--- src/rtl/psf_pkg.sv ---
// ----------------------------------------------------------------------------
// psf_pkg
// Shared types and constants for the prime sieve filter chain: the beat that
// moves one candidate bit from cell to cell, and the default sizes.
// ----------------------------------------------------------------------------
package psf_pkg;

   // Default chain length and internal value width
   localparam int NUM_CELLS_DEF   = 2048;
   localparam int VALUE_WIDTH_DEF = 16;

   // Width of the candidate and prime fields on the ports
   localparam int FIELD_W = 16;

   // Widest internal value, used to extend or cut values between widths
   localparam int EXT_W = 64;

   // One bit of a candidate, MSB first, with the tags of its item.
   // The drop and stored tags are final on the last beat only.
   typedef struct packed {
      logic valid;   // beat carries a candidate bit
      logic data;    // candidate bit
      logic first;   // MSB of the candidate
      logic last;    // LSB of the candidate
      logic eos;     // item ends the stream
      logic drop;    // below two, or divided by a stored prime
      logic stored;  // item already took a free cell
   } beat_type;

endpackage

--- src/rtl/psf_drain.sv ---
// ----------------------------------------------------------------------------
// psf_drain
// Output stage: gathers the bits leaving the last cell and registers a
// result beat for every item that no cell dropped. Holds the chain only
// when a result arrives while the previous one still waits.
// ----------------------------------------------------------------------------
module psf_drain #(
   parameter int VALUE_WIDTH = 16
) (
   input  logic              clock,
   input  logic              reset,
   input  psf_pkg::beat_type end_beat,
   output logic              advance,
   output logic              rsp_valid,
   input  logic              rsp_ready,
   output logic [15:0]       rsp_prime_value,
   output logic              rsp_overflow
);
   import psf_pkg::*;

   logic [VALUE_WIDTH-1:0] collect_ff, collect_in;
   logic                   rsp_valid_ff;
   logic [FIELD_W-1:0]     value_ff;
   logic                   ovf_ff;
   logic [EXT_W-1:0]       value_ext;
   logic                   result;

   assign collect_in = {collect_ff[VALUE_WIDTH-2:0], end_beat.data};
   assign value_ext  = EXT_W'(collect_in);
   assign result     = end_beat.valid && end_beat.last && !end_beat.drop;

   // Stall the chain only when a result would overwrite a waiting one
   assign advance = !(result && rsp_valid_ff && !rsp_ready);

   assign rsp_valid       = rsp_valid_ff;
   assign rsp_prime_value = value_ff;
   assign rsp_overflow    = ovf_ff;

   always_ff @(posedge clock) begin
      if (reset) begin
         rsp_valid_ff <= 1'b0;
      end else if (advance && result) begin
         rsp_valid_ff <= 1'b1;
      end else if (rsp_ready) begin
         rsp_valid_ff <= 1'b0;
      end
   end

   // Gather bits and latch the result payload
   always_ff @(posedge clock) begin
      if (advance && end_beat.valid) begin
         collect_ff <= collect_in;
      end
      if (advance && result) begin
         value_ff <= value_ext[FIELD_W-1:0];
         ovf_ff   <= !end_beat.stored;
      end
   end

   assert property (@(posedge clock) disable iff (reset)
      !advance |-> (rsp_valid_ff && !rsp_ready))
      else $error("psf_drain: chain held without a blocked result");

   assert property (@(posedge clock) disable iff (reset)
      (advance && result) |=> rsp_valid_ff)
      else $error("psf_drain: arriving result not registered");

   assert property (@(posedge clock) disable iff (reset)
      (advance && result) |=> (ovf_ff == !$past(end_beat.stored)))
      else $error("psf_drain: overflow flag disagrees with stored tag");

endmodule

--- config.mk ---
export PLATFORM = sky130hd
export DESIGN_NAME = psf_drain
export DESIGN_NICKNAME = d
export VERILOG_FILES = /design/src/rtl/psf_pkg.sv /design/src/rtl/psf_drain.sv
export SDC_FILE = /design/constraint.sdc
export NUM_CORES = 1
export LEC_CHECK = 0
export ABC_AREA = 1
export BUFFER_PORTS_ARGS = -buffer_cell sky130_fd_sc_hd__buf_4
export CAP_MARGIN = 25
export CORE_MARGIN = 3
export CORE_UTILIZATION = 52
export CTS_BUF_LIST = sky130_fd_sc_hd__clkbuf_16
export DETAILED_ROUTE_END_ITERATION = 16
export GPL_ROUTABILITY_DRIVEN = 0
export PLACE_DENSITY = 0.8
export SLEW_MARGIN = 20
export SYNTH_ARGS = -nofsm -noshare
export SYNTH_HDL_FRONTEND = slang
export SYNTH_SLANG_ARGS = --single-unit
export TNS_END_PERCENT = 30
--- constraint.sdc ---
create_clock -name clock -period 3.97 [get_ports clock]
set_clock_uncertainty 0.15 [all_clocks]
set_input_delay 0.794 -clock clock [delete_from_list [all_inputs] [get_ports clock]]
set_output_delay 0.794 -clock clock [all_outputs]
set_load 0.005 [all_outputs]
Word-level counts from Yosys, hierarchy flattened. Cells that the tools add are included.

ROM bits: 0. Word-level logic and storage cells: 17. Input port bits: 10. Memory bits (writable): 0. Bits in latches: 0. Register bits after elaboration: 33. Memories: 0. Output and inout bits: 19.

Equal/unequal tests: 0. Bitwise gates (word level): 0. Reductions and logical operators: 11. Add/subtract/negate cells: 0. Mux-type cells: 2. Div/mod/pow operators: 0. Multiply operators: 0. Shift operators: 0. Magnitude comparators: 0.

Operator list (count): $logic_and 1x1->1 (6); $logic_not 1->1 (4); $mux 1 (2); $reduce_bool 2->1 (1).

Logic depth before layout (Yosys ltp). Gate-level depths: netlist of the first run.

Depth in word-level cells: 7. Mapped depth: 3. Mapped depth without buffers: 3.

Worst setup path after synthesis of the first run. Ideal clock, no wire load.

Kind: input to register. Start point: input port end_beat[3] in the netlist's numbering. End point: register collect_ff[0] (enable). Setup slack: 1763 ps. Buffers on the path: 0. Data required time: 3428 ps. Setup time: 392 ps. Arrival time: 1665 ps. Stages on the path: 3. Cell sequence: nand2_1 -> nor2_2 -> a21oi_1.

Longest elaborated chain between the ends: 6.

Ends and longest elaborated chain: start: declaration (line psf_drain.sv:12) `input psf_pkg::beat_type end_beat,`; $logic_and 1x1->1 (2 in series) (line psf_drain.sv:30) `assign result = end_beat.valid && end_beat.last && !end_beat.drop;`; $logic_and 1x1->1 (2 in series) (line psf_drain.sv:33) `assign advance = !(result && rsp_valid_ff && !rsp_ready);`; $logic_not 1->1 (line psf_drain.sv:33); $logic_and 1x1->1 (line psf_drain.sv:51) `if (advance && end_beat.valid) begin`; end signal: assignment (line psf_drain.sv:52) `collect_ff <= collect_in;`; end: declaration (line psf_drain.sv:21) `logic [VALUE_WIDTH-1:0] collect_ff, collect_in;`.

No other way between the ends. A chain may end at the register's enable or synchronous reset.

Final worst setup path of the first run.
Start point: input port rsp_ready. End point: output port advance.

Longest elaborated chain between the ends: 3.

Ends and longest elaborated chain: start: declaration (line psf_drain.sv:15) `input logic rsp_ready,`; $logic_not 1->1 (line psf_drain.sv:33); $logic_and 1x1->1 (line psf_drain.sv:33); $logic_not 1->1 (line psf_drain.sv:33); end: declaration (line psf_drain.sv:13) `output logic advance,`.

No other way between the ends.

==> results.toml, run 1 <==
[route]
avgViaCountPerCell = 4.648
vias = 502
ant_nets = 0
wirelength_um = 1383
first_pass_iters = 4
drc_errors = 0
drtIter0Drc = 19
post_drt_wl_per_cell_um = 12.81

[power]
p_leak_nw = 0.5521
ir_worst_vdd_mv = 0.4266
powerDensity_mw_per_mm2 = 550.3

[worst_setup_path]
required_ns = 3.03
cp_cell_sequence = "buf_4 -> nor2_2 -> nand2_1 -> buf_4"
worstSetupStartpointType = "primary input"
arrival_ns = 1.26
cp_top_family = "buffers and inverters"
cp-end-kind = "output pin"
slowest_delay_ns = 0.14
crit_top_cell = "buf_4"
criticalPathCategory = "primary input to output pin"
critPathMaxFanout = 3
cp_slowest_cell = "nor2_2"
critical_path_buf_inv_count = 2

[clock_tree]
ctsResizeCount = 0
cts_root_buf = "clkbuf_16"
postCtsHoldBufs = 0
clkTransAtPathRegs_ns = 0.05
clk_path_buf_depth = 2
tritoncts = "built"
cts.htree.levels = 2
post_cts_buffers = 0
cts_buffers = 5
cts.sinks = 33
clk_latency_ns = 0.27

[yosys]
async_flop_share_pct = 0
yosysTopAreaCellShare_pct = 92.20
synth.most_common_cell = "edfxtp_1"
synthDistinctLibCells = 8
synth_commonest_cells = "edfxtp_1 (32), inv_1 (5), nand2_1 (3)"
yosys-top-cells-area = "edfxtp_1 (92%), dfxtp_1 (1.9%), inv_1 (1.8%)"
synth_seq_area_share_pct = 94.12
synth_warnings = 0
ys_seq_elements = 33
syn_area_mm2 = 0.001042
syn-instance-count = 47
synth_edf_count = 32
synth_top_cell_by_area = "edfxtp_1"
syn_nets = 57
avgSynthCellArea_um2 = 22.18
ys.flop_type = "edfxtp_1"

[floorplan]
die_h_um = 50.77
fp.dieArea_mm2 = 0.002578
start_util_pct = 57.85
io_pins = 29
core_region_area_mm2 = 0.001802
die_w_um = 50.77
core.rowCount = 15

[timing]
rsz0062_at_grt = "false"
hold_viol = 0
fmax_mhz = 453.9
finalMaxSlewViolations = 0
slew_headroom_pct = 86.17
fin_ws_ns = 1.767
finalCritPeriodShare_pct = 55.49
post-route-min-period_ns = 2.203
worstMarginPinSlew_ns = 0.2074
fin_tns_setup_ns = 0
setup_viol = 0

[grt]
grt_pass1_wl_um = 2118
grt_pass1_vias = 461
overflow = 0
grt_max_degree = 18
grt_use_total_pct = 12.48
antenna_found_initial = 0

[run]
cap_violations = 0

[cells_and_area]
antenna_cells = 0
syn_to_final_growth_pct = 36.85
drive_gt1_share_pct = 45.78
final_area_mm2 = 0.001426
fin_nets = 92

[hold_path]
hp-class = "register to register"

[outcome]
status = "finished clean"

[placement]
post-place-ws_ns = 1.767
dp_hpwl_um = 906.9
numPortBuffers = 26
post_dp_cell_area_mm2 = 0.001284
## registers in the layout, indices dropped and copies added (netlist names)
signal           count
collect_ff          15
rsp_overflow         1
rsp_prime_value     16
rsp_valid            1
## routing by layer
| layer | track usage (%) | share of wire (%) | wire length [um] | vias to the layer above |
|---|---|---|---|---|
| li1 | - | - | - | 243 |
| met1 | 13.40 | 39 | 543 | 230 |
| met2 | 19.13 | 49 | 677 | 26 |
| met3 | 6.528 | 9.9 | 137 | 3 |
| met4 | 8.072 | 1.7 | 24 | 0 |
| met5 | 0 | 0 | 0 | - |
## logic make-up (layout without fill, tap and decap cells)
kind of cell	Yosys count	count (layout)	share of synthesized area, %
DFF	33	33	94.12
and+or+nand+nor	7	7	3.120
buffers and inverters	5	41	1.801
AOI/OAI and AO/OA	2	2	0.9604
## report_power, final
part           total, mW  switching [mW]  internal (mW)
logic             0.0233          0.0110         0.0124
registers          0.405         0.00539          0.399
clock network      0.357           0.128          0.229
total              0.785           0.144          0.641
## layout make-up
cell class	instances	area, um^2
clock buffer	5	125.1
clock inverter	3	17.52
timing repair buffer	28	210.2
multi-input combinational	9	42.54
fill	108	375.4
inverter	5	18.77
tap	25	31.28
sequential	33	980.9
## through the flow
stage	util (%)	hold slack [ns]	total power [mW]	std cells
final	79.17	0.2862	0.7849	108
after detailed placement	71.25	0.2801	0.4357	100
after CTS	79.17	0.2902	0.7950	108
after global placement	71.25	0.2517	0.4342	100
after global routing	79.17	0.2927	0.8105	108
after floorplan	-	0.2503	0.4172	47
## placed cells by master (no fill, tap or decap)
cell type,synthesis,final
inv_1,5,5
nor2_2,2,2
a21oi_1,2,2
nor2_1,1,1
clkinv_2,0,2
dfxtp_1,1,1
clkinvlp_4,0,1
clkbuf_16,0,5
nand3_1,1,1
nand2_1,3,3
edfxtp_1,32,32
buf_4,0,28
## worst paths after layout
kind,start,to,slack (ns),cells after the start
setup reg to reg,rsp_valid,collect_ff[12],2.72,4
hold / removal,collect_ff[14],rsp_prime_value[15],0.29,0
setup / recovery,rsp_ready,advance,1.77,4
hold reg to reg,collect_ff[14],rsp_prime_value[15],0.29,0
(Power assumes the default switching activity.)
==> run 2, diff against run 1 <==
Settings changed: CORE_UTILIZATION 52 to 49, PLACE_DENSITY 0.8 to 0.76.
Clock period 3.97 ns to 2.1 ns, I/O delays scaled along.
==> results.toml, run 2 (synthesized netlist as in run 1, its figures left out) <==
[outcome]
status = "finished clean"

[route]
vias = 509
avgViaCountPerCell = 4.627
wirelength_um = 1508
ant_nets = 0
post_drt_wl_per_cell_um = 13.71
first_pass_iters = 4
drtIter0Drc = 6
drc_errors = 0

[timing]
hold_slack_ns = 0.1540
slew_headroom_pct = 85.27
setup_viol = 0
hold_viol = 0
fin_tns_setup_ns = 0
fmax_mhz = 641.4
finalCritPeriodShare_pct = 74.24
post-route-min-period_ns = 1.559
fin_ws_ns = 0.5410
rsz0062_at_grt = "false"
worstMarginPinSlew_ns = 0.2210
finalMaxSlewViolations = 0

[worst_setup_path]
worstSetupStartpointType = "register"
critical_path_buf_inv_count = 2
cp_slowest_cell = "dfxtp_1"
criticalPathCategory = "register to output pin"
slowest_delay_ns = 0.35
cp-end-kind = "output pin"
critPathMaxFanout = 3
arrival_ns = 0.99
cp_top_family = "flip-flops"
cp_cell_sequence = "inv_1 -> nor2_2 -> nand2_1 -> buf_4"
required_ns = 1.53

[power]
powerDensity_mw_per_mm2 = 1165
p_leak_nw = 0.5763
ir_worst_vdd_mv = 0.8210

[cells_and_area]
layout_commonest_cell = "edfxtp_1"
fin_nets = 92
largest_register_ffs = 16
antenna_cells = 0
drive_gt1_share_pct = 45.78
syn_to_final_growth_pct = 41.66
final_cell_mix = "edfxtp_1 (32), buf_4 (28), inv_1 (5), clkbuf_16 (5), nand2_1 (3)"
final_cells = 110

[grt]
overflow = 0
antenna_found_initial = 0
grt_max_degree = 18
grt_pass1_vias = 486
grt_use_total_pct = 13.36
grt_pass1_wl_um = 2297

[placement]
dp_hpwl_um = 1014
dp_cells = 102
post-place-ws_ns = 0.6013
numPortBuffers = 26

[floorplan]
die_h_um = 52.12
core.rowCount = 16
fp.dieArea_mm2 = 0.002716
start_util_pct = 52.59
die_w_um = 52.12
io_pins = 29
core_region_area_mm2 = 0.001982

[clock_tree]
post_cts_buffers = 0
cts.sinks = 33
cts.htree.levels = 2
cts_root_buf = "clkbuf_16"
cts_buffers = 5
clk_path_buf_depth = 2
tritoncts = "built"
clk_latency_ns = 0.27
postCtsHoldBufs = 0
clkTransAtPathRegs_ns = 0.05
ctsResizeCount = 0

[run]
cap_violations = 0

[hold_path]
hp-class = "primary input to register"
-- run 2: cell count changes in the layout (fill, tap and decap cells not counted) --
| cell | before | now |
|---|---|---|
| clkinv_2 | 2 | 1 |
| bufinv_16 | 0 | 2 |
| clkinvlp_4 | 1 | 0 |
-- run 2: power by group --
group	internal, mW	switching, mW	leakage (nW)
logic	0.0234	0.0220	0.172
registers	0.755	0.0111	0.311
clock network	0.676	0.233	0.0938
-- run 2: layer usage --
metal | part of all wire, % | track usage, % | vias up
met4 | 0.46 | 6.550 | 0
met5 | 0 | 0 | -
li1 | - | - | 244
met2 | 52 | 19.87 | 27
met1 | 40 | 14.68 | 236
met3 | 7.6 | 8.596 | 2
-- run 2: path summary, 6_finish.rpt --
kind                            depth (start not counted)  slack (ns)                  end            from
worst max-delay path                                    4        0.54              advance       rsp_valid
worst min-delay path                                    2        0.15            rsp_valid           reset
worst max register to register                          4        0.83       collect_ff[12]       rsp_valid
worst min register to register                          0        0.28  rsp_prime_value[15]  collect_ff[14]
-- run 2: area by class of cell --
cell class,instances,area [um^2]
Clock buffer,5,125.1
Clock inverter,3,65.06
Fill cell,121,505.5
Inverter,5,18.77
Multi-Input combinational cell,9,42.54
Sequential cell,33,980.9
Tap cell,27,33.78
Timing Repair Buffer,28,210.2
-- run 2: through the flow --
stage	util, %	total power, mW	instance area [um^2]
3_5_place_dp	64.90	0.8255	1286
5_1_grt	74.49	1.778	1476
6_report	74.49	1.721	1476
4_1_cts	74.49	1.737	1476
3_3_place_gp	64.90	0.8209	1286
2_1_floorplan	-	0.7887	1042
