==> src/rtl/psf_pkg.sv <==
// ----------------------------------------------------------------------------
// psf_pkg
// Shared types and constants for the prime sieve filter chain: the beat that
// moves one candidate bit from cell to cell, and the default sizes.
// ----------------------------------------------------------------------------
package psf_pkg;

   // Default chain length and internal value width
   localparam int NUM_CELLS_DEF   = 2048;
   localparam int VALUE_WIDTH_DEF = 16;

   // Width of the candidate and prime fields on the ports
   localparam int FIELD_W = 16;

   // Widest internal value, used to extend or cut values between widths
   localparam int EXT_W = 64;

   // One bit of a candidate, MSB first, with the tags of its item.
   // The drop and stored tags are final on the last beat only.
   typedef struct packed {
      logic valid;   // beat carries a candidate bit
      logic data;    // candidate bit
      logic first;   // MSB of the candidate
      logic last;    // LSB of the candidate
      logic eos;     // item ends the stream
      logic drop;    // below two, or divided by a stored prime
      logic stored;  // item already took a free cell
   } beat_type;

endpackage

==> src/rtl/psf_feed.sv <==
// ----------------------------------------------------------------------------
// psf_feed
// Input stage: takes one candidate beat and shifts it into the chain MSB
// first, one bit per cycle while the chain advances, tagged with its end-of-stream mark.
// ----------------------------------------------------------------------------
module psf_feed #(
   parameter int VALUE_WIDTH = 16
) (
   input  logic                clock,
   input  logic                reset,
   input  logic                advance,
   input  logic                req_valid,
   output logic                req_ready,
   input  logic [15:0]         req_candidate,
   input  logic                req_end_of_stream,
   output psf_pkg::beat_type   feed_beat
);
   import psf_pkg::*;

   localparam int CntW = $clog2(VALUE_WIDTH + 1);
   localparam logic [CntW-1:0] Beats = CntW'(VALUE_WIDTH);
   localparam logic [CntW-1:0] OneLeft = CntW'(1);

   logic [VALUE_WIDTH-1:0] val_ff, val_in;
   logic [CntW-1:0]        left_ff, left_in;
   logic                   eos_ff, eos_in;
   logic                   drop_ff, drop_in;
   logic [EXT_W-1:0]       cand_ext;
   logic [VALUE_WIDTH-1:0] cand;
   logic                   load;

   // Keep the low VALUE_WIDTH bits of the candidate
   assign cand_ext = EXT_W'(req_candidate);
   assign cand     = cand_ext[VALUE_WIDTH-1:0];

   // Take a new beat when idle or while the last bit goes out
   assign req_ready = advance && ((left_ff == '0) || (left_ff == OneLeft));
   assign load      = req_valid && req_ready;

   // Present the current bit to the first cell
   always_comb begin
      feed_beat.valid  = (left_ff != '0);
      feed_beat.data   = val_ff[VALUE_WIDTH-1];
      feed_beat.first  = (left_ff == Beats);
      feed_beat.last   = (left_ff == OneLeft);
      feed_beat.eos    = eos_ff;
      feed_beat.drop   = drop_ff;
      feed_beat.stored = 1'b0;
   end

   // Load a new candidate or shift out the next bit
   always_comb begin
      val_in  = val_ff;
      left_in = left_ff;
      eos_in  = eos_ff;
      drop_in = drop_ff;
      if (advance) begin
         if (load) begin
            val_in  = cand;
            left_in = Beats;
            eos_in  = req_end_of_stream;
            drop_in = (cand[VALUE_WIDTH-1:1] == '0);
         end else if (left_ff != '0) begin
            val_in  = {val_ff[VALUE_WIDTH-2:0], 1'b0};
            left_in = left_ff - OneLeft;
         end
      end
   end

   always_ff @(posedge clock) begin
      if (reset) begin
         left_ff <= '0;
      end else begin
         left_ff <= left_in;
      end
   end

   always_ff @(posedge clock) begin
      val_ff  <= val_in;
      eos_ff  <= eos_in;
      drop_ff <= drop_in;
   end

endmodule

==> config.mk <==
export PLATFORM = sky130hd
export DESIGN_NAME = psf_feed
export DESIGN_NICKNAME = d
export VERILOG_FILES = /design/src/rtl/psf_pkg.sv /design/src/rtl/psf_feed.sv
export SDC_FILE = /design/constraint.sdc
export NUM_CORES = 1
export LEC_CHECK = 0
export ABC_AREA = 1
export BUFFER_PORTS_ARGS = -buffer_cell sky130_fd_sc_hd__buf_2
export CAP_MARGIN = 10
export CORE_AREA = 2 2 51 64
export CTS_CLUSTER_SIZE = 16
export DETAILED_ROUTE_END_ITERATION = 7
export DIE_AREA = 0 0 53 66
export SLEW_MARGIN = 20
export SYNTH_ARGS = -nofsm -noshare
export SYNTH_HDL_FRONTEND = slang
export SYNTH_SLANG_ARGS = --single-unit
==> constraint.sdc <==
create_clock -name clock -period 2.1 [get_ports clock]
set_input_delay 0 -clock clock [delete_from_list [all_inputs] [get_ports clock]]
set_output_delay 0 -clock clock [all_outputs]
set_load 0.005 [all_outputs]
======== Word level (Yosys, flattened, before mapping) ========
Cells that the tools add are included.
cells by class
  add/subtract/negate cells ............... 1
  reductions and logical operators ........ 9
  mux-type cells .......................... 4
  equality and inequality tests ........... 2
operators with widths
  kind                                                                count
  16-bit two-way mux                                                  2
  15-bit logical NOT                                                  1
  5-bit two-way mux                                                   2
  5-bit by 1-bit == test with 1-bit output, second input constant     1
  5-bit == test, second input constant                                1
  5-bit logical NOT                                                   1
  5-bit nonzero test                                                  1
  5-bit by 1-bit subtractor with 5-bit output, second input constant  1
  2-bit AND reduction                                                 2
  1-bit logical AND                                                   2
  2-bit nonzero test                                                  1
  1-bit logical OR                                                    1
storage, ports and cells
  input port bits ......................... 21
  register bits after elaboration ......... 23
  output and inout port bits .............. 8

======== Depth between registers and ports, before layout ========
Gate-level depths: netlist (run 1).
  word-level depth ........................ 6
  depth in mapped cells ................... 9
  gate-level depth less buffers ........... 9

======== Least setup slack after synthesis (run 1) ========
No wires, ideal clock.
  path kind ............................... register to register
  from .................................... register left_ff[0]
  to ...................................... register val_ff[0] (enable)
  slack ................................... 0.493 ns
  path buffers ............................ 0
  stages on the path, launching flop included .. 6
  data required time ...................... 1.726 ns
  arrival ................................. 1.233 ns
  setup time .............................. 0.374 ns
  path through ............................ dfxtp_1 > inv_1 > ha_1 > nand4_1 > nand2_1 > inv_1
on the way
  cells in the longest elaborated chain, start to end .. 6
  elaborated cells between the ends (all ways) .. 8
  those cells by class .................... 1 x eq/ne; 7 x reduce/logical
RTL lines
  what                                                                           line            RTL
  start, declared                                                                psf_feed.sv:25  logic [CntW-1:0] left_ff, left_in;
  start signal, assigned                                                         psf_feed.sv:74  left_ff <= left_in;
  5-bit by 1-bit == test with 1-bit output or 5-bit logical NOT (tied branches)  psf_feed.sv:37  assign req_ready = advance && ((left_ff == '0) || (left_ff == OneLeft));
  1-bit logical OR                                                               psf_feed.sv:37
  1-bit logical AND                                                              psf_feed.sv:37
  1-bit logical AND                                                              psf_feed.sv:38  assign load = req_valid && req_ready;
  2-bit nonzero test (no source line) *                                          --
  2-bit AND reduction (no source line) *                                         --
  end signal, assigned                                                           psf_feed.sv:79  val_ff <= val_in;
  end, declared                                                                  psf_feed.sv:24  logic [VALUE_WIDTH-1:0] val_ff, val_in;
Mark *: on every way between the ends. The rest lies on a longest branch, timed or not.
A chain may end at the register's enable or synchronous reset.

======== Worst setup path in the final report (run 1) ========
  from .................................... register left_ff[0]
  to ...................................... register val_ff[13] (data pin)
on the way
  cells in the longest elaborated chain, start to end .. 5
  elaborated cells between the ends (all ways) .. 6
  those cells by class .................... 1 x eq/ne; 1 x mux; 4 x reduce/logical
RTL lines
  what                                                                           line            RTL
  5-bit by 1-bit == test with 1-bit output or 5-bit logical NOT (tied branches)  psf_feed.sv:37
  1-bit logical OR *                                                             psf_feed.sv:37
  1-bit logical AND *                                                            psf_feed.sv:37
  1-bit logical AND *                                                            psf_feed.sv:38
  16-bit two-way mux *                                                           psf_feed.sv:58  if (load) begin
Marked as above.

==> run summary, run 1 <==
The synthesized area divided by synthesized cell count is 9.15 µm², and the remaining antenna violation count after routing is 0. The repair_antennas step left the layout with diodes totalling 0. The category of the worst setup path launch point was a flop. The quantity of gates resized following cts is 0, and the synthesis warning total is 0. The first global-routing pass estimated 3.75 mm of wire. The most common cell after layout, fill and taps aside was sky130_fd_sc_hd__nand2_1. The tools report the number of failing hold endpoints at the final stage as 0. Summing the areas of all compound-gate instances in the mapped netlist gives 4.74% of the synthesized area. The tools report the worst-case register-to-register setup slack as 390 ps.

The cell sitting at the root of the clock tree is a sky130_fd_sc_hd__clkbuf_4. The ratio of cells with drive above 1 in the final layout is 25.6%. The most area-hungry cell type in the Yosys netlist was sky130_fd_sc_hd__edfxtp_1. The initial antenna violation count is 0. The run gives 1 as the number of levels in the clock H-tree. The global routing stage identified its most utilized layer as met2. The number of placed I/O pins was 29; the share of power burned in the clock network was 16.7%. STA puts the critical path data required time at 2180 ps.

Buffers placed on the I/O ports in this run total 27. The via count of the first global-routing pass was 882. After Yosys synthesis, full adders, half adders and majority gates account for 2.15% of the synthesized area.

The switching fraction of total power is 32.3%, and the deepest clock path buffer count is 2. For this run, the total global-route usage over all layers was measured as 14.9%. The critical path start-end classification is reg2reg. Portion of the clock cycle consumed by the worst path in the final layout: 81.5%. Of all nets on the critical path, the largest fanout is 17. In the routed design, unresolved DRC markers number 0. The run gives 192 as the number of nets in the layout.

The run gives 0.831 as the weighted congestion reported at the end of routability-driven placement. IR analysis of the VDD net gives a maximum drop of 0.000416 V. The die is 53 µm wide.

Setup repair after global routing left no endpoint under its margin. The clock transition at the registers of the reported paths was 120 ps; the count of pins over their slew limit was 0. The worst register-to-register path begins at left_ff[0]. In this run, CTS created clock tree buffers numbering 3. The clock net in this run drives a total of 23 sinks. Once the clock tree was built, the setup fixing pass inserted 0 buffers. TritonCTS built the clock tree. Fraction of power consumed by combinational cells: 31.2%.

The top cell type by area accounts for 46.5% of the synthesized area. In this run the most critical hold path is launched from req_candidate[14]. The run gives 22 as the row count.

The tools report the total grt overflow as 0. The clock latency of the later-clocked register in the worst-skew pair is 320 ps. For this run, global-route usage on met2 was measured as 25.6%. The power density relative to cell area works out to 836 nW/µm².

The area used by multi-input combinational logic is 410 µm². In the final routed layout, each cell accounts on average for 11.7 µm. The tools report the reported max-cap violation count as 0. The worst endpoint data arrival time came out at 1790 ps. STA classifies the critical path endpoint as a flop. The synthesized area was 1160 µm². For this run, global-route usage on met1 was measured as 17.1%.

The share of synthesized area occupied by flip-flops and latches was 55.1%; the met3 layer usage reported by global route was 2.04%. Setup total negative slack on the finished layout was measured at 0 ps. After synthesis, the largest family of logic cells by area is simple AND/OR/NAND/NOR gates.

The average via count per standard cell was 4.63; the worst clock skew was 6.14 ps. For the internal power, the log shows 839 µW. Ranked by total cell area, the synthesized netlist is headed by sky130_fd_sc_hd__edfxtp_1 (47%), sky130_fd_sc_hd__nand2_1 (16%), sky130_fd_sc_hd__dfxtp_1 (8.6%).

After Yosys synthesis, and, or, nand and nor cells account for 27.3% of the synthesized area. The number of endpoints failing setup at the final stage was 0; the count of unique library cells instantiated by Yosys was 24. In the layout the commonest cells are sky130_fd_sc_hd__nand2_1 (51), sky130_fd_sc_hd__buf_2 (27), sky130_fd_sc_hd__edfxtp_1 (18).

The synthesized design contains 23 register bits. The post-synthesis mux area share works out to 0%. Detailed placer's ending HPWL: 1.70 mm. Counting tap cells, the placed design contains a total of 185 instances. The area of the die was 3500 µm²; the number of design-rule violations left by the first detailed-router iteration was 11.

Summing all flip-flop and latch instances after layout gives 641 µm². The worst hold path stage count is 3. The finished layout holds 204 standard cells, fillers aside. In this run the static leakage power is 0.000701 µW. The core region is 2890 µm². The endpoint identified for the worst register-to-register timing path is val_ff[13]. The first detailed-routing pass ran for 4 iterations. The logs give 400 µW for the reported net switching power and 271 for the number of filler instances in the final layout.

Starting density of the core: 40.2%. The path with the worst hold slack has its endpoint at val_ff[14]. The achievable clock frequency was 584 MHz; the cell depth of the worst flop-to-flop path was 8.

The fraction of power consumed by sequential logic came out at 52.1%. The synthesized netlist devotes 0.753% of its cell area to XOR and XNOR gates. Die boundary height: 66 µm. Path class of the lowest-slack min-delay path: in2reg. The minimum clock period after layout works out to 1710 ps. Counting every net in the synthesized netlist gives 150. In the synthesized netlist, the number of instances is 127.

The maximum number of pins on one net before global-route repair was 20; the area growth from synthesis to layout was 27.4%. The run finished with clean final reports. The total detailed-routing wirelength is 2.40 mm. The routed layout has 944 vias.
==> stage by stage <==
| stage | area (µm²) | power [µW] | hold WS [ps] | utilization (%) | worst slack (ps) |
|---|---|---|---|---|---|
| floorplan | 1160 | 924 | 62.4 | - | 493 |
| global placement | 1300 | 1010 | 178 | 45.1 | 466 |
| detailed placement | 1300 | 1030 | 182 | 45.1 | 389 |
| CTS | 1470 | 1250 | 2.31 | 50.9 | 371 |
| global route | 1480 | 1330 | 52.3 | 51.3 | 249 |
| finish | 1480 | 1240 | 33.3 | 51.3 | 388 |
==> repair_timing <==
| item | in CTS | in global routing |
|---|---|---|
| hold endpoints to repair | 17 | 1 |
| setup endpoints to repair | 0 | 0 |
| hold buffers | 14 | 1 |
==> power by group through the flow <==
| stage | Sequential [µW] | Clock (µW) | Combinational, µW |
|---|---|---|---|
| after floorplan | 646 | 0 | 278 |
| final | 646 | 206 | 387 |
| after global routing | 654 | 234 | 441 |
| after global placement | 655 | 0 | 356 |
| after CTS | 646 | 215 | 392 |
| after detailed placement | 657 | 0 | 370 |
==> cells by family (layout without fill, tap and decap cells) <==
group	Yosys count	after routing
AO/OA/AOI/OAI	8	8
XOR/XNOR	1	1
adder cells (fa/ha/maj)	2	2
buffers and inverters	22	63
flip-flops	23	23
other	1	1
AND/OR/NAND/NOR	70	70
==> layout make-up <==
type / count / share of cell area (%)
Sequential cell: 23 / 43.2
Multi-Input combinational cell: 82 / 27.7
Timing Repair Buffer: 44 / 20.3
Inverter: 15 / 3.89
Tap cell: 36 / 3.04
Clock buffer: 3 / 1.52
Clock inverter: 1 / 0.338
==> worst max-delay path, stage by stage (launching register included) <==
cell	delay (ps)
sky130_fd_sc_hd__dfxtp_1	370
sky130_fd_sc_hd__inv_1	80
sky130_fd_sc_hd__ha_1	270
sky130_fd_sc_hd__nand3_2	110
sky130_fd_sc_hd__nand2_2	70
sky130_fd_sc_hd__nand3_4	170
sky130_fd_sc_hd__clkinv_2	220
sky130_fd_sc_hd__nand2_1	110
sky130_fd_sc_hd__nand2_1	60
==> flip-flops by register name (all words and copies together), names as in the netlist <==
signal / cells
drop_ff: 1
eos_ff: 1
val_ff: 16
left_ff: 5
==> Yosys cell counts, drive strengths merged <==
cell type,count
a21oi,4
buf,7
clkinv,1
conb,1
dfxtp,5
edfxtp,18
ha,2
inv,14
nand2,52
nand3,7
nand4,2
nor2,5
nor3,1
nor4,3
o21ai,4
xor2,1
==> how the worst max path moves through the flow <==
stage / slack (ps) / endpoint / startpoint / cells past startpoint
floorplan: 490 / val_ff[0] / left_ff[0] / 5
global placement: 470 / val_ff[9] / left_ff[0] / 8
detailed placement: 390 / val_ff[13] / left_ff[0] / 8
CTS: 370 / val_ff[13] / left_ff[0] / 8
global route: 250 / val_ff[5] / left_ff[0] / 8
finish: 390 / val_ff[13] / left_ff[0] / 8
==> per-layer routing <==
| layer | part of all wire (%) | vias to the layer above |
|---|---|---|
| li1 | - | 485 |
| met4 | 2.4 | 0 |
| met2 | 49 | 34 |
| met3 | 4.7 | 5 |
| met1 | 44 | 420 |
| met5 | 0 | - |
No activity file was read; power rests on OpenSTA's default activity.
==> run 2: changes to the inputs <==
- clock period: 2.1 -> 1.69 ns (I/O delays scaled with it)
==> run summary, run 2 (synthesis results as in run 1) <==
Remaining antenna violation count after routing: 0 (unchanged). The run gives 0.000707 µW (was 0.000701 µW) as the total leakage power. The most congested layer reported by global routing is met2 (unchanged). For the required time at the endpoint of the critical path, the log shows 1770 ps (was 2180 ps). The logs give 0 (unchanged) for the number of endpoints failing setup at the final stage and 29 (unchanged) for the number of placed I/O pins. The run gives 193 (was 192) as the number of nets in the layout. The x dimension of the die was 53 µm (unchanged); the worst stage delay on the critical path was 350 ps (was 370 ps). The tools report the worst endpoint data arrival time as 1650 ps (was 1790 ps). Number of levels in the clock H-tree: 1 (unchanged). The ratio of cells with drive above 1 in the final layout was 27.2% (was 25.6%); the number of placed instances, taps included was 186 (was 185). The tools report the total grt overflow as 0 (unchanged). The tools report the cell at the root of the clock tree as sky130_fd_sc_hd__clkbuf_4 (unchanged). For the starting density of the core, the log shows 40.2% (unchanged). The power density relative to cell area works out to 1030 nW/µm² (was 836 nW/µm²).

The logs give 22 (unchanged) for the row count and 0 (unchanged) for the diode insertion count for antenna repair. The count of pins over their slew limit came out at 0 (unchanged). Met2 usage: 24.5% (was 25.6%). Length of the first detailed-routing pass in iterations: 4 (unchanged). Cell with the largest stage delay on the worst path: sky130_fd_sc_hd__dfxtp_1 (unchanged). The number of design-rule violations left by the first detailed-router iteration came out at 29 (was 11). Detailed-route DRC error count: 0 (unchanged).

For the via count of the first global-routing pass, the log shows 926 (was 882). The number of buffer and inverter stages on the critical path came out at 2 (unchanged). The total setup buffers inserted after CTS is 0 (unchanged), and the number of buffers inserted during clock tree synthesis is 3 (unchanged). Clock transition at the registers of the reported paths: 130 ps (was 120 ps). The start point of the worst min-delay path was req_candidate[14] (unchanged). The weighted congestion reported at the end of routability-driven placement is 0.808 (was 0.831). The via total after detailed routing is 939 (was 944).

Category of cells accounting for the largest share of critical-path delay: simple AND/OR/NAND/NOR gates (unchanged). TritonCTS built the clock tree. The global routing usage on met1 was 17.6% (was 17.1%); the number of filler instances in the final layout was 278 (was 271). The most common cell after layout, fill and taps aside is sky130_fd_sc_hd__nand2_1 (unchanged).

The first-pass GRT wire length was 3.80 mm (was 3.75 mm); the portion of the clock cycle consumed by the worst path in the final layout was 93.2% (was 81.5%). The tools report the type of element capturing the critical path as a flop (unchanged). The logs give 1320 µm² (was 1300 µm²) for the instance area after placement and 52.1% (was 51.3%) for the final standard cell utilization of the core.

For the area of the core, the log shows 2890 µm² (unchanged). The minimum clock period after layout was 1580 ps (was 1710 ps). Largest registers: val_ff (16), left_ff (5) (unchanged). The average via count per standard cell was 4.58 (was 4.63); the sequential standard cell area was 641 µm² (unchanged).

The initial antenna violation count was 0 (unchanged); the peak fanout along the critical path was 11 (was 17). Start of the worst register-to-register path: left_ff[0] (unchanged). For the clock latency of the later-clocked register in the worst-skew pair, the log shows 310 ps (was 320 ps). The number of flip-flops in the largest register came out at 16 (unchanged).

The detailed placer's ending HPWL was 1.55 mm (was 1.70 mm). The endpoint of the worst hold path is val_ff[14] (unchanged). The area of the die was 3500 µm² (unchanged). The overall fraction of global-route tracks in use is 15.0% (was 14.9%). The flow ran to the end, and the final reports show no timing, DRC or antenna violations. The worst hold path stage count is 3 (unchanged), and the area of all placed cells without fillers is 1510 µm² (was 1480 µm²). The accumulated negative setup slack is 0 ps (unchanged), and the cell depth of the worst flop-to-flop path is 8 (unchanged).

The tools report the peak supply drop as 0.000512 V (was 0.000416 V). The area growth from synthesis to layout is 29.5% (was 27.4%). The run gives 205 (was 204) as the final instance count without filler cells. The count of port buffers added during placement works out to 27 (unchanged). The critical path start-end classification is reg2reg (unchanged). The area used by multi-input combinational logic came out at 413 µm² (was 410 µm²).

The number of failing hold endpoints at the final stage is 0 (unchanged), and the number of gates on the worst path with buffers counted is 8 (unchanged). The terminus of the critical flop-to-flop path is val_ff[4] (was val_ff[13]). The met3 layer usage reported by global route was 2.04% (unchanged). The path class of the lowest-slack min-delay path is in2reg (unchanged). The worst-case register-to-register setup slack was 110 ps (was 390 ps); the worst clock skew was 8.95 ps (was 6.14 ps).

Most frequent cells in the layout: sky130_fd_sc_hd__nand2_1 (51), sky130_fd_sc_hd__buf_2 (27), sky130_fd_sc_hd__edfxtp_1 (18) (unchanged). The die boundary height was 66 µm (unchanged). The per-cell routed wire length is 11.2 µm (was 11.7 µm). Largest register by flop count: val_ff (unchanged).

The total detailed-routing wirelength was 2.30 mm (was 2.40 mm). Deepest clock path buffer count: 2 (unchanged). The category of the worst setup path launch point was a flop (unchanged).

The final hold slack was 36.9 ps (was 33.3 ps). The reported max-cap violation count is 0 (unchanged). Crit-path cells: inv_1, ha_2, nand3_2, nand2_2, nand3_4, buf_4, nand2_1, o21ai_2 (was inv_1, ha_1, nand3_2, nand2_2, nand3_4, clkinv_2, nand2_1, nand2_1). Number of clock sinks: 23 (unchanged). Maximum number of pins on one net before global-route repair: 20 (unchanged). The achievable clock frequency is 635 MHz (was 584 MHz).
## run 2: worst register-to-register path, stage by stage, from the launching register on
cell,delay [ps]
sky130_fd_sc_hd__dfxtp_1,350
sky130_fd_sc_hd__inv_1,90
sky130_fd_sc_hd__ha_2,240
sky130_fd_sc_hd__nand3_2,100
sky130_fd_sc_hd__nand2_2,100
sky130_fd_sc_hd__nand3_4,130
sky130_fd_sc_hd__buf_4,210
sky130_fd_sc_hd__nand2_1,70
sky130_fd_sc_hd__o21ai_2,50
## run 2: routing by layer
metal  up-vias  wire length, µm
met5         -                0
met2        26             1120
met3         8              105
met4         0               82
met1       417              996
li1        488                -
## run 2: worst max path at each step
stage	start	end
3_3_place_gp	left_ff[0]	val_ff[9]
4_1_cts	left_ff[0]	val_ff[1]
2_1_floorplan	left_ff[0]	val_ff[0]
5_1_grt	left_ff[0]	val_ff[14]
6_report	left_ff[0]	val_ff[4]
3_5_place_dp	left_ff[0]	val_ff[1]
## run 2: report_power, final
part / switching (µW) / leakage, µW / internal [µW]
combinational: 284 / 0.000474 / 216
clock: 166 / 0.0000177 / 88.4
sequential: 45.4 / 0.000216 / 755
## run 2: metrics by stage
stage                     setup slack, ps  power, µW
after floorplan                      82.5       1150
after global placement                134       1270
after detailed placement             84.1       1280
after CTS                            76.0       1570
after global routing                -1.39       1670
final                                 115       1550
## run 2: repair_timing
item,CTS,global route
endpoints found under the setup margin,0,19
endpoints found under the hold margin,17,0
resized for setup,0,3
hold buffers,15,0
## run 2: layout make-up
type / instances / share of cell area, %
Sequential cell: 23 / 42.6
Multi-Input combinational cell: 82 / 27.4
Timing Repair Buffer: 45 / 21.3
Inverter: 15 / 3.91
Tap cell: 36 / 2.99
Clock buffer: 3 / 1.50
Clock inverter: 1 / 0.333
