## config.mk

```make
export PLATFORM = sky130hd
export DESIGN_NAME = psf_cell
export DESIGN_NICKNAME = d
export VERILOG_FILES = /design/src/rtl/psf_pkg.sv /design/src/rtl/psf_cell.sv
export SDC_FILE = /design/constraint.sdc
export NUM_CORES = 1
export LEC_CHECK = 0
export ABC_AREA = 0
export BUFFER_PORTS_ARGS = -buffer_cell sky130_fd_sc_hd__buf_2
export CAP_MARGIN = 5
export CORE_MARGIN = 3
export CORE_UTILIZATION = 65
export CTS_BUF_LIST = sky130_fd_sc_hd__clkbuf_8 sky130_fd_sc_hd__clkbuf_16
export DETAILED_ROUTE_END_ITERATION = 12
export MAX_ROUTING_LAYER = met4
export PLACE_DENSITY_LB_ADDON = 0.05
export REMOVE_ABC_BUFFERS = 1
export SYNTH_ARGS = -nofsm -noshare
export SYNTH_HDL_FRONTEND = slang
export SYNTH_SLANG_ARGS = --single-unit
```

## constraint.sdc

```tcl
create_clock -name clock -period 7.2 [get_ports clock]
set_input_delay 1.8 -clock clock [delete_from_list [all_inputs] [get_ports clock]]
set_output_delay 1.8 -clock clock [all_outputs]
set_load 0.02 [all_outputs]
```

## src/rtl/psf_pkg.sv

```systemverilog
// ----------------------------------------------------------------------------
// psf_pkg
// Shared types and constants for the prime sieve filter chain: the beat that
// moves one candidate bit from cell to cell, and the default sizes.
// ----------------------------------------------------------------------------
package psf_pkg;

   // Default chain length and internal value width
   localparam int NUM_CELLS_DEF   = 2048;
   localparam int VALUE_WIDTH_DEF = 16;

   // Width of the candidate and prime fields on the ports
   localparam int FIELD_W = 16;

   // Widest internal value, used to extend or cut values between widths
   localparam int EXT_W = 64;

   // One bit of a candidate, MSB first, with the tags of its item.
   // The drop and stored tags are final on the last beat only.
   typedef struct packed {
      logic valid;   // beat carries a candidate bit
      logic data;    // candidate bit
      logic first;   // MSB of the candidate
      logic last;    // LSB of the candidate
      logic eos;     // item ends the stream
      logic drop;    // below two, or divided by a stored prime
      logic stored;  // item already took a free cell
   } beat_type;

endpackage

```

## src/rtl/psf_cell.sv

```systemverilog
// ----------------------------------------------------------------------------
// psf_cell
// One sieve cell. A used cell holds a prime and forms the remainder of the
// passing candidate one bit per cycle while the chain advances; a free cell shifts
// the candidate in and claims it on its last beat unless it was dropped or already stored.
// ----------------------------------------------------------------------------
module psf_cell #(
   parameter int VALUE_WIDTH = 16
) (
   input  logic              clock,
   input  logic              reset,
   input  logic              advance,
   input  psf_pkg::beat_type up_beat,
   output psf_pkg::beat_type down_beat
);
   import psf_pkg::*;

   logic [VALUE_WIDTH-1:0] prime_ff, prime_in;
   logic [VALUE_WIDTH-1:0] rem_ff, rem_in;
   logic                   used_ff, used_in;
   beat_type               pass_ff, pass_in;
   logic [VALUE_WIDTH-1:0] rem_base;
   logic [VALUE_WIDTH:0]   trial, divisor, diff;
   logic [VALUE_WIDTH-1:0] step_rem;
   logic                   hit_here, claim;

   // One restoring division step on the incoming bit
   always_comb begin
      rem_base = up_beat.first ? '0 : rem_ff;
      trial    = {rem_base, up_beat.data};
      divisor  = {1'b0, prime_ff};
      diff     = trial - divisor;
      step_rem = (trial >= divisor) ? diff[VALUE_WIDTH-1:0] : trial[VALUE_WIDTH-1:0];
   end

   // Decide divide or claim on the last beat
   assign hit_here = up_beat.valid && up_beat.last && used_ff && (step_rem == '0);
   assign claim    = up_beat.valid && up_beat.last && !used_ff &&
                     !up_beat.drop && !up_beat.stored;

   always_comb begin
      prime_in       = prime_ff;
      rem_in         = rem_ff;
      used_in        = used_ff;
      pass_in        = up_beat;
      pass_in.drop   = up_beat.drop | hit_here;
      pass_in.stored = up_beat.stored | claim;
      if (up_beat.valid) begin
         if (used_ff) begin
            rem_in = step_rem;
         end else begin
            prime_in = {prime_ff[VALUE_WIDTH-2:0], up_beat.data};
         end
         // Free the cell after an end-of-stream item has passed
         if (up_beat.last) begin
            used_in = !up_beat.eos && (used_ff || claim);
         end
      end
   end

   assign down_beat = pass_ff;

   always_ff @(posedge clock) begin
      if (reset) begin
         used_ff <= 1'b0;
         pass_ff <= '0;
      end else if (advance) begin
         used_ff <= used_in;
         pass_ff <= pass_in;
      end
   end

   always_ff @(posedge clock) begin
      if (advance) begin
         prime_ff <= prime_in;
         rem_ff   <= rem_in;
      end
   end

   // A used cell never holds a divisor below two
   assert property (@(posedge clock) disable iff (reset)
      used_ff |-> (prime_ff[VALUE_WIDTH-1:1] != '0))
      else $error("psf_cell: used cell holds a value below two");

endmodule

```

## Yosys cells after proc, flatten, opt, wreduce, memory -nomap -nowiden

Cells that the tools add are included.

- Bits in registers: 40
- Output and inout bits: 7
- Logic and storage cells: 33

- Add/sub/neg operators: 1
- Magnitude comparators: 1
- Muxes and demuxes: 2
- Bitwise logic cells: 3
- Reduce and logical (&&, ||, !) cells: 16

Operators with widths:

| cell | count |
|---|---|
| 16-bit 2-to-1 mux | 2 |
| 17-bit by 16-bit >= comparator with 1-bit output | 1 |
| 16-bit zero test | 1 |
| 16-bit subtractor | 1 |
| 3-bit AND reduction | 3 |
| 1-bit logical AND | 7 |
| 1-bit zero test | 4 |
| 1-bit bitwise OR | 2 |
| 1-bit logical OR | 1 |
| 1-bit NOT | 1 |

## Depth between registers and ports, before layout

Gate-level depths: netlist (run 1).

- Word-level depth: 6
- Depth in mapped cells: 13
- Gate-level depth less buffers: 12

## Least setup slack after synthesis (run 1)

No wires, ideal clock.

- Kind: input -> register
- From: input port up_beat[4] (netlist name)
- To: register pass_ff, in the netlist down_beat[1]
- Arrival time: 4099 ps
- Data required time: 7140 ps
- Path slack: 3042 ps
- Stages on the path: 11
- Path buffers: 1
- Cells stage by stage: clkbuf_1 nor2b_1 ha_1 o211ai_1 a21o_1 a21oi_2 o21ai_2 a41o_4 nand4bb_1 a2111oi_4 a41o_1

- Cells in the longest elaborated chain, start to end: 6
- Elaborated cells on any way between the ends: 7

RTL lines:

| element | RTL line | RTL |
|---|---|---|
| from (decl) | psf_cell.sv:13 | `input psf_pkg::beat_type up_beat,` |
| 16-bit 2-to-1 mux (*) | psf_cell.sv:29 | `rem_base = up_beat.first ? '0 : rem_ff;` |
| 16-bit subtractor or 17-bit by 16-bit >= comparator with 1-bit output (tied branches) | psf_cell.sv:32, psf_cell.sv:33 |  |
| 16-bit 2-to-1 mux (*) | psf_cell.sv:33 | `step_rem = (trial >= divisor) ? diff[VALUE_WIDTH-1:0] : trial[VALUE_WIDTH-1:0];` |
| 16-bit zero test (*) | psf_cell.sv:37 | `assign hit_here = up_beat.valid && up_beat.last && used_ff && (step_rem == '0);` |
| 1-bit logical AND (*) | psf_cell.sv:37 |  |
| 1-bit bitwise OR (*) | psf_cell.sv:46 | `pass_in.drop = up_beat.drop \| hit_here;` |
| to (signal assigned) | psf_cell.sv:69 | `pass_ff <= pass_in;` |
| to (decl) | psf_cell.sv:21 | `beat_type pass_ff, pass_in;` |

Mark *: on every way between the ends. The rest lies on a longest branch, timed or not.
A chain may end at the register's enable or synchronous reset.

## Final worst setup path (run 1)

- From: input port up_beat[4] (netlist name)
- To: register pass_ff, in the netlist down_beat[1]

- Cells in the longest elaborated chain, start to end: 6
- Elaborated cells on any way between the ends: 7

RTL lines:

| element | RTL line | RTL |
|---|---|---|
| 16-bit 2-to-1 mux (*) | psf_cell.sv:29 |  |
| 16-bit subtractor or 17-bit by 16-bit >= comparator with 1-bit output (tied branches) | psf_cell.sv:32, psf_cell.sv:33 |  |
| 16-bit 2-to-1 mux (*) | psf_cell.sv:33 |  |
| via step_rem[10] | psf_cell.sv:24 | `logic [VALUE_WIDTH-1:0] step_rem;` |
| 16-bit zero test (*) | psf_cell.sv:37 |  |
| 1-bit logical AND (*) | psf_cell.sv:37 |  |
| 1-bit bitwise OR (*) | psf_cell.sv:46 |  |

Mark *: on every way through the listed nets, which the timed path passes. The rest lies on a longest branch.

==> results.ini, run 1 <==
[status]
status=finished, final reports clean

[routing]
drt_iter0_drc=206
drc_errors=0
ant_nets=0
routed_wirelength_um=5250
wl_per_cell_um=16.1
dr.pass1.iters=4
vias=1960
via_per_inst=6.03

[sta]
period_share_pct=61.8
final.setup.tns_ps=0
worst_pin_slew_ps=712
clock_skew_ps=5.57
period_needed_ps=4450
setup_viol=0
rsz0062_at_grt=no
hold_viol=0
max_freq_mhz=225
maxSlewViolCount=0
max-slew-margin-rel_pct=52.5

[flow_run]
maxCapViolations=0

[floorplan]
die_h_um=68.6
rows=22
coreArea_um2=3720
io_pins=17
fp.dieW_um=68.6
die-area_um2=4710
start_util_pct=68.6

[cts]
cts_tree=done
post-cts-setup-buffers=0
h-tree-depth=2
clockBufferDepth=2
clock_sinks=40
clk_pin_slew_ps=80
worst_skew_pair.late_latency_ps=290
cts_buffers=5
cts-root-buf=clkbuf_8
ctsResizeCount=0
hold_buffers=0

[worst_setup_path]
slowest_delay_ps=440
cp.arrival_ps=4690
cp_slowest_cell=a21oi_1
worst-endpoint-required_ps=7440
ff2ff_path_depth=9
crit_path_start_kind=primary input
setup.worst_path.end_class=flip-flop
path_max_fanout=33
path_cells=buf_2 -> nor2b_1 -> ha_1 -> a21oi_1 -> a21oi_2 -> o21ai_2 -> a41o_4 -> mux2_4 -> a2111oi_4 -> a41o_1
crit_type=primary input to flip-flop

[placed_design]
port-buffer-count=16
dp_hpwl_um=4030
gp_congestion=0.935

[hold_path]
hold_class=flip-flop to flip-flop
min_path_cells=0

[synth]
synth_edf_count=32
synthFlopType=edfxtp_1
async_flop_share_pct=0
avgSynthCellArea_um2=9.80
syn_inst=260
synth_area_leaders=edfxtp_1 38%, ha_1 7.9%, dfxtp_1 6.3%
ys_types=49
yosysTopAreaCell=edfxtp_1
yosys-top-cells-count=32 x edfxtp_1, 25 x nand2_1, 24 x nor2_1
synth.most_common_cell=edfxtp_1
ys_warn_count=0
ys_seq_elements=40
synth_top_area_share_pct=37.7
netlist_area_um2=2550
synth_seq_area_share_pct=44.0

[pwr]
p_seq_share_pct=51.8
switching_share_pct=26.8
powerDensity_nw_per_um2=182
cell_internal_pwr_mw=0.368
clockPowerShare_pct=31.3
peakVddDrop_mv=0.135
switchingPower_mw=0.135
combPwrFrac_pct=16.9
power.leakage_nw=1.15

[cells_and_area]
finalNetCount=303
seqCellArea_um2=1120
multi_input_area_um2=1320
area_growth_pct=8.25
antenna_cells=0
final_core_util_pct=74.2
fillCellCount=291
layout-drive-gt1-share_pct=11.9

[grt]
grt_pass1_vias=1764
gr-total-overflow=0
track_usage_pct=25.0
grt_max_degree=34
grt_pass1_wl_um=8270
antenna_found_initial=0

-- worst max-delay path: cells and delay by family --
kind / cells / cell delay [ps]
simple gates: 1 / 270
compound gates: 6 / 1700
buf+inv: 1 / 190
mux: 1 / 360
fa+ha+maj: 1 / 360
-- sequential cells by signal, indices dropped and copies added (netlist names) --
name and count:
down_beat 7, rem_ff 16, used_ff 1, prime_ff 16
-- power by group through the flow --
| stage | sequential [mW] | clock [mW] | combinational (mW) |
|---|---|---|---|
| 2_1_floorplan | 0.268 | 0 | 0.0571 |
| 3_3_place_gp | 0.265 | 0 | 0.0824 |
| 3_5_place_dp | 0.266 | 0 | 0.0835 |
| 4_1_cts | 0.260 | 0.160 | 0.0841 |
| 5_1_grt | 0.261 | 0.168 | 0.0933 |
| 6_report | 0.260 | 0.157 | 0.0849 |
-- cell type report --
| cell class | count | area share (%) |
|---|---|---|
| clock buffer | 6 | 2.99 |
| clock inverter | 2 | 0.454 |
| sequential | 40 | 40.7 |
| tap | 48 | 2.18 |
| multi-input combinational | 191 | 47.7 |
| timing repair buffer | 17 | 3.18 |
| inverter | 21 | 2.86 |
-- logic make-up (layout without fill, tap and decap cells) --
kind of cell	count (synthesis)	after routing	share of synthesized area, %
adder cells (fa/ha/maj)	17	17	8.64
AND/OR/NAND/NOR	98	98	19.5
multiplexers	8	8	3.39
AO/OA/AOI/OAI	54	54	15.3
flip-flops	40	40	44.0
buffers and inverters	29	46	4.37
XOR/XNOR	14	14	4.81
-- final timing paths --
kind / start / to / slack (ps)
max: up_beat[4] / down_beat[1] / 2750
min: prime_ff[6] / prime_ff[7] / 450
max reg2reg: rem_ff[3] / down_beat[1] / 4150
min reg2reg: prime_ff[6] / prime_ff[7] / 450
-- metrics by stage --
stage / setup slack, ps / power, mW / instance area, um^2 / hold WS (ps) / instances
floorplan: 3140 / 0.325 / 2510 / 426 / 252
global placement: 2590 / 0.348 / 2660 / 430 / 317
detailed placement: 2480 / 0.349 / 2660 / 437 / 317
CTS: 2740 / 0.505 / 2760 / 455 / 325
global route: 2570 / 0.522 / 2760 / 478 / 325
finish: 2750 / 0.502 / 2760 / 453 / 325
-- layout by cell type, fill, tap and decap left out, drive strengths merged, types with 6 or more instances in the layout --
master and instances:
ha 16, clkbuf 6, nand2b 8, mux2i 6, nand2 25, buf 17
o21ai 16, xnor2 9, nor2 24, edfxtp 32, dfxtp 8, inv 23
a21oi 15, nor2b 15
-- metal layers --
layer / part of all wire [%] / up-vias / wire length (um) / global-route usage (%)
met5: 0 / - / 0 / -
met4: 3.0 / 0 / 156 / 10.4
met3: 5.8 / 17 / 306 / 6.32
met2: 47 / 48 / 2440 / 37.9
met1: 45 / 924 / 2340 / 31.9
li1: - / 971 / - / -
Power figures use the tool's default switching activity.
==> inputs of run 2 (changes only) <==
- CORE_UTILIZATION: 65 -> 55
- clock period: 7.2 -> 3.9 ns (I/O delays scaled with it)
==> run 2 against run 1 <==
Sequential share of layout area shrank 0.51 points. Via count decreased by 3.2%. Largest power group unchanged. Clock power grew 94%. Combinational power up 86%. Register-to-register slack worse by 3300 ps.
==> results.ini, run 2 (synthesized netlist as in run 1, its figures left out) <==
[status]
status=finished, final reports clean  ; unchanged

[sta]
fin_ws_ps=323  ; was 2750 ps
setup_viol=0  ; unchanged
period_needed_ps=3580
clock_skew_ps=4.11  ; was 5.57 ps
rsz0062_at_grt=no  ; unchanged
final.setup.tns_ps=0  ; unchanged
hold_slack_ps=453  ; about the same
maxSlewViolCount=0  ; unchanged
max_freq_mhz=280
max-slew-margin-rel_pct=52.0  ; was 52.5%
hold_viol=0  ; unchanged
worst_pin_slew_ps=720  ; was 712 ps
period_share_pct=91.7

[grt]
grt_max_degree=19  ; was 34
antenna_found_initial=0  ; unchanged
track_usage_pct=22.3  ; was 25.0%
grt_pass1_vias=1864  ; was 1764
gr-total-overflow=0  ; unchanged
grt_pass1_wl_um=8780  ; was 8270 um

[floorplan]
fp.dieW_um=74.1  ; was 68.6 um
die-area_um2=5480  ; was 4710 um^2
die_h_um=74.1  ; was 68.6 um
start_util_pct=57.7  ; was 68.6%
rows=24  ; was 22
coreArea_um2=4410  ; was 3720 um^2
io_pins=17  ; unchanged

[cells_and_area]
fillCellCount=383  ; was 291
finalNetCount=306  ; was 303
finalNonFillerCells=332  ; was 325
area_growth_pct=9.63  ; was 8.25%
final_core_util_pct=63.3  ; was 74.2%
layout-drive-gt1-share_pct=12.5  ; was 11.9%
layout.cells.most_common=edfxtp_1  ; unchanged
antenna_cells=0  ; unchanged
mostFrequentLayoutCells=32 x edfxtp_1, 25 x nand2_1, 24 x nor2_1  ; unchanged
final_area_um2=2790  ; was 2760 um^2

[pwr]
power.leakage_nw=1.17  ; was 1.15 nW
peakVddDrop_mv=0.224  ; was 0.135 mV
p_total_mw=0.943  ; was 0.502 mW
powerDensity_nw_per_um2=338  ; was 182 nW/um^2

[worst_setup_path]
crit_type=primary input to flip-flop  ; unchanged
cp.arrival_ps=3810  ; was 4690 ps
crit_path_start_kind=primary input  ; unchanged
r2r_setup_slack_ps=900  ; was 4150 ps
setup.worst_path.end_class=flip-flop  ; unchanged
path_max_fanout=16  ; was 33
worst-endpoint-required_ps=4140  ; was 7440 ps

[routing]
wl_per_cell_um=15.7  ; was 16.1 um
ant_nets=0  ; unchanged
drc_errors=0  ; unchanged
vias=1898  ; was 1960
dr.pass1.iters=4  ; unchanged
via_per_inst=5.72  ; was 6.03
drt_iter0_drc=125  ; was 206
routed_wirelength_um=5200  ; was 5250 um

[placed_design]
gp_congestion=0.878  ; was 0.935
port-buffer-count=16  ; unchanged
preCtsSetupSlack_ps=76.1  ; was 2480 ps
dpl-instance-area_um2=2690  ; was 2660 um^2
dp_cells=324  ; was 317
dp_hpwl_um=4000  ; was 4030 um

[cts]
ctsResizeCount=0  ; unchanged
worst_skew_pair.late_latency_ps=290  ; about the same
clk_pin_slew_ps=80  ; about the same
clock_sinks=40  ; unchanged
cts_tree=done  ; unchanged
clockBufferDepth=2  ; unchanged
hold_buffers=0  ; unchanged
cts_buffers=5  ; unchanged
post-cts-setup-buffers=0  ; unchanged
cts-root-buf=clkbuf_8  ; unchanged
h-tree-depth=2  ; unchanged

[flow_run]
maxCapViolations=0  ; unchanged

[hold_path]
hold_class=flip-flop to flip-flop  ; unchanged

run 2: cell types whose count changed in the layout (fill, tap and decap cells not counted), sizes merged:
cell,before,now
buf,17,20
clkinv,0,1
inv,23,22
run 2: critical path: stages:
cell	delay, ps
buf_2	190
nor2b_1	400
inv_1	120
fa_1	450
nor2b_1	180
o2111ai_1	170
a31oi_1	290
nor2_1	100
xnor2_1	170
mux2_4	300
a2111oi_4	260
a41o_1	210
run 2: power by group:
group | internal [mW] | switching [mW] | total, mW
Clock | 0.161 | 0.143 | 0.305
Sequential | 0.475 | 0.00566 | 0.480
Combinational | 0.0615 | 0.0964 | 0.158
run 2: final cells by class:
class	instances	area [um^2]	area share [%]
Multi-Input combinational cell	191	1320	47.1
Sequential cell	40	1120	40.1
Timing Repair Buffer	20	110	3.94
Clock buffer	6	93.8	3.36
Inverter	21	78.8	2.82
Tap cell	52	65.1	2.33
Clock inverter	2	8.76	0.314
run 2: worst paths after layout:
path                    start      endpoint  depth (start not counted)
setup / recovery   up_beat[4]  down_beat[1]                         12
hold / removal    prime_ff[5]   prime_ff[6]                          0
setup reg to reg    rem_ff[0]  down_beat[1]                         11
hold reg to reg   prime_ff[5]   prime_ff[6]                          0
run 2: layer usage:
layer  wire (um)  part of all wire (%)  vias to the layer above  track usage [%]
li1            -                     -                      970                -
met1        2450                    47                      873             29.3
met2        2380                    46                       42             32.6
met3         221                   4.3                       13             5.00
met4         148                   2.8                        0             10.5
met5           0                     0                        -                -
==> inputs of run 3 (changes only) <==
- ABC_AREA: 0 -> 1
==> run 3 against run 2 <==
Global-route usage up 0.84 points. Critical endpoint unchanged. Count of clock-buffer cells in the layout down 1. Synthesized cell count up 54%. Clock power down 12%. Largest power group unchanged.
==> results.ini, run 3 <==
[status]
status=finished, final reports clean  ; unchanged

[routing]
wl_per_cell_um=13.0  ; was 15.7 um
drc_errors=0  ; unchanged
vias=2524  ; was 1898
ant_nets=0  ; unchanged
routed_wirelength_um=6310  ; was 5200 um
drt_iter0_drc=190  ; was 125
via_per_inst=5.18  ; was 5.72
dr.pass1.iters=6  ; was 4

[worst_setup_path]
path_depth=18  ; was 12
path_max_fanout=17  ; was 16
crit_family=simple AND/OR/NAND/NOR gates  ; was compound AO/OA/AOI/OAI gates
reg2reg_from=rem_ff[3]  ; was rem_ff[0]
setup.worst_path.end_class=flip-flop  ; unchanged
crit_path_start_kind=primary input  ; unchanged
cp_slowest_cell=ha_1  ; was fa_1
worst-endpoint-required_ps=4130  ; was 4140 ps
startpoint=up_beat[4]  ; unchanged
slowest_delay_ps=370  ; was 450 ps
crit_buf_inv=3  ; was 2
path_cells=buf_2 -> nor2_1 -> ha_1 -> nand2_1 -> nand2_1 -> inv_1 -> nand2_1 -> nand2_1 -> nand3_2 -> nand2_2 -> nand2_4 -> inv_1 -> o21ai_0 -> nand2_1 -> nand2_1 -> nor2_1 -> nand3_1 -> a21oi_2  ; was buf_2 -> nor2b_1 -> inv_1 -> fa_1 -> nor2b_1 -> o2111ai_1 -> a31oi_1 -> nor2_1 -> xnor2_1 -> mux2_4 -> a2111oi_4 -> a41o_1
path_common_cell=nand2_1  ; was nor2b_1
ff2ff_path_depth=18  ; was 11
crit_type=primary input to flip-flop  ; unchanged
cp.arrival_ps=3520  ; was 3810 ps

[synth]
synth_seq_area_share_pct=38.8  ; was 44.0%
ys_warn_count=0  ; unchanged
synthFlopType=edfxtp_1  ; unchanged
syn_inst=400  ; was 260
netlist_area_um2=2890  ; was 2550 um^2
async_flop_share_pct=0  ; unchanged
avgSynthCellArea_um2=7.23  ; was 9.80 um^2
synth.most_common_cell=nand2_1  ; was edfxtp_1
ys_types=29  ; was 49
yosys-top-cells-count=117 x nand2_1, 81 x inv_1, 45 x nor2_1  ; was 32 x edfxtp_1, 25 x nand2_1, 24 x nor2_1
synth_area_leaders=edfxtp_1 33%, nand2_1 15%, inv_1 11%  ; was edfxtp_1 38%, ha_1 7.9%, dfxtp_1 6.3%
ys_seq_elements=40  ; unchanged
synth_top_area_share_pct=33.2  ; was 37.7%
yosysTopAreaCell=edfxtp_1  ; unchanged
synth_edf_count=32  ; unchanged

[cts]
ctsResizeCount=0  ; unchanged
hold_buffers=0  ; unchanged
clk_pin_slew_ps=80  ; about the same
cts_tree=done  ; unchanged
post-cts-setup-buffers=0  ; unchanged
cts_buffers=5  ; unchanged
h-tree-depth=2  ; unchanged
clockBufferDepth=2  ; unchanged
worst_skew_pair.late_latency_ps=290  ; about the same
cts-root-buf=clkbuf_8  ; unchanged
clock_sinks=40  ; unchanged

[cells_and_area]
layout.cells.most_common=nand2_1  ; was edfxtp_1
layout-drive-gt1-share_pct=12.9  ; was 12.5%
finalNetCount=446  ; was 306
area_growth_pct=7.40  ; was 9.63%
mostFrequentLayoutCells=117 x nand2_1, 81 x inv_1, 45 x nor2_1  ; was 32 x edfxtp_1, 25 x nand2_1, 24 x nor2_1
fillCellCount=457  ; was 383
antenna_cells=0  ; unchanged

[floorplan]
fp.dieW_um=78.5  ; was 74.1 um
die_h_um=78.5  ; was 74.1 um
die-area_um2=6170  ; was 5480 um^2
coreArea_um2=4910  ; was 4410 um^2
rows=25  ; was 24
start_util_pct=58.9  ; was 57.7%
io_pins=17  ; unchanged

[placed_design]
dp_hpwl_um=5100  ; was 4000 um
port-buffer-count=16  ; unchanged
gp_congestion=0.927  ; was 0.878
preCtsSetupSlack_ps=368  ; was 76.1 ps

[sta]
setup_viol=0  ; unchanged
fin_ws_ps=616  ; was 323 ps
clock_skew_ps=5.08  ; was 4.11 ps
period_needed_ps=3280  ; was 3580 ps
hold_viol=0  ; unchanged
max-slew-margin-rel_pct=59.8  ; was 52.0%
final.setup.tns_ps=0  ; unchanged
max_freq_mhz=304  ; was 280 MHz
rsz0062_at_grt=no  ; unchanged
period_share_pct=84.2  ; was 91.7%
maxSlewViolCount=0  ; unchanged
hold_slack_ps=453  ; about the same
worst_pin_slew_ps=600  ; was 720 ps

[grt]
grt_max_degree=18  ; was 19
track_usage_pct=23.1  ; was 22.3%
antenna_found_initial=0  ; unchanged
gr-total-overflow=0  ; unchanged
grt_pass1_wl_um=10600  ; was 8780 um
grt_pass1_vias=2304  ; was 1864

[pwr]
powerDensity_nw_per_um2=300  ; was 338 nW/um^2
peakVddDrop_mv=0.255  ; was 0.224 mV
power.leakage_nw=1.63  ; was 1.17 nW

[hold_path]
min_from=prime_ff[8]  ; was prime_ff[5]
min_path_cells=0  ; unchanged
hold_class=flip-flop to flip-flop  ; unchanged

[flow_run]
maxCapViolations=0  ; unchanged

## run 3: cell count changes after synthesis, moves of 4 or more
cell	before	now
nand2_1	25	117
inv_1	21	81
nand3_1	2	28
nor2_1	24	45
nand2_2	0	16
nor2b_1	15	0
nand2b_1	8	0
mux2i_1	6	0
xnor2_1	9	3
nor3_1	5	0
buf_6	0	4
o21ai_0	14	10
## run 3: final cells by class
cell class,instances,area (um^2),share of cell area (%)
Clock buffer,5,68.8,2.22
Timing Repair Buffer,18,95.1,3.06
Multi-Input combinational cell,272,1410,45.3
Sequential cell,40,1120,36.1
Tap cell,67,83.8,2.70
Clock inverter,3,18.8,0.604
Inverter,82,310,9.99
## run 3: worst paths after layout
check                           slack (ps)            to
worst max register to register        1220  down_beat[1]
worst max-delay path                   620  down_beat[1]
worst min-delay path                   450   prime_ff[9]
worst min register to register         450   prime_ff[9]
## run 3: cells by family after synthesis
group | count (synthesis) | synth area share [%]
flip-flops | 40 | 38.8
adder cells (fa/ha/maj) | 17 | 7.61
AO/OA/AOI/OAI | 28 | 5.45
buffers and inverters | 88 | 12.5
AND/OR/NAND/NOR | 222 | 34.1
XOR/XNOR | 5 | 1.51
## run 3: metrics by stage
step                      area (um^2)  cells  power, mW  util, %
final                            3110    487      0.932     63.3
after global routing             3110    487      0.986     63.3
after CTS                        3110    487      0.941     63.3
after detailed placement         3020    479      0.672     61.5
after global placement           3020    479      0.672     61.5
after floorplan                  2840    394      0.622        -
## run 3: layer usage
metal  up-vias  track usage (%)  part of all wire (%)
li1       1285                -                     -
met4         0             9.79                   3.4
met1      1127             30.1                    46
met2        91             35.7                    46
met3        21             3.78                   5.5
met5         -                -                     0
## run 3: worst reg2reg max path, delay by kind of cell (launching register included)
family                   cells  cell delay, ps
AO/OA/AOI/OAI                2             210
adder cells (fa/ha/maj)      1             330
buffers and inverters        3             280
flip-flops                   1             330
AND/OR/NAND/NOR             12            1490
## run 3: report_power, final
part	leakage [nW]	internal, mW	switching (mW)
registers	0.362	0.476	0.00567
logic	1.24	0.0608	0.122
clock network	0.0378	0.123	0.145
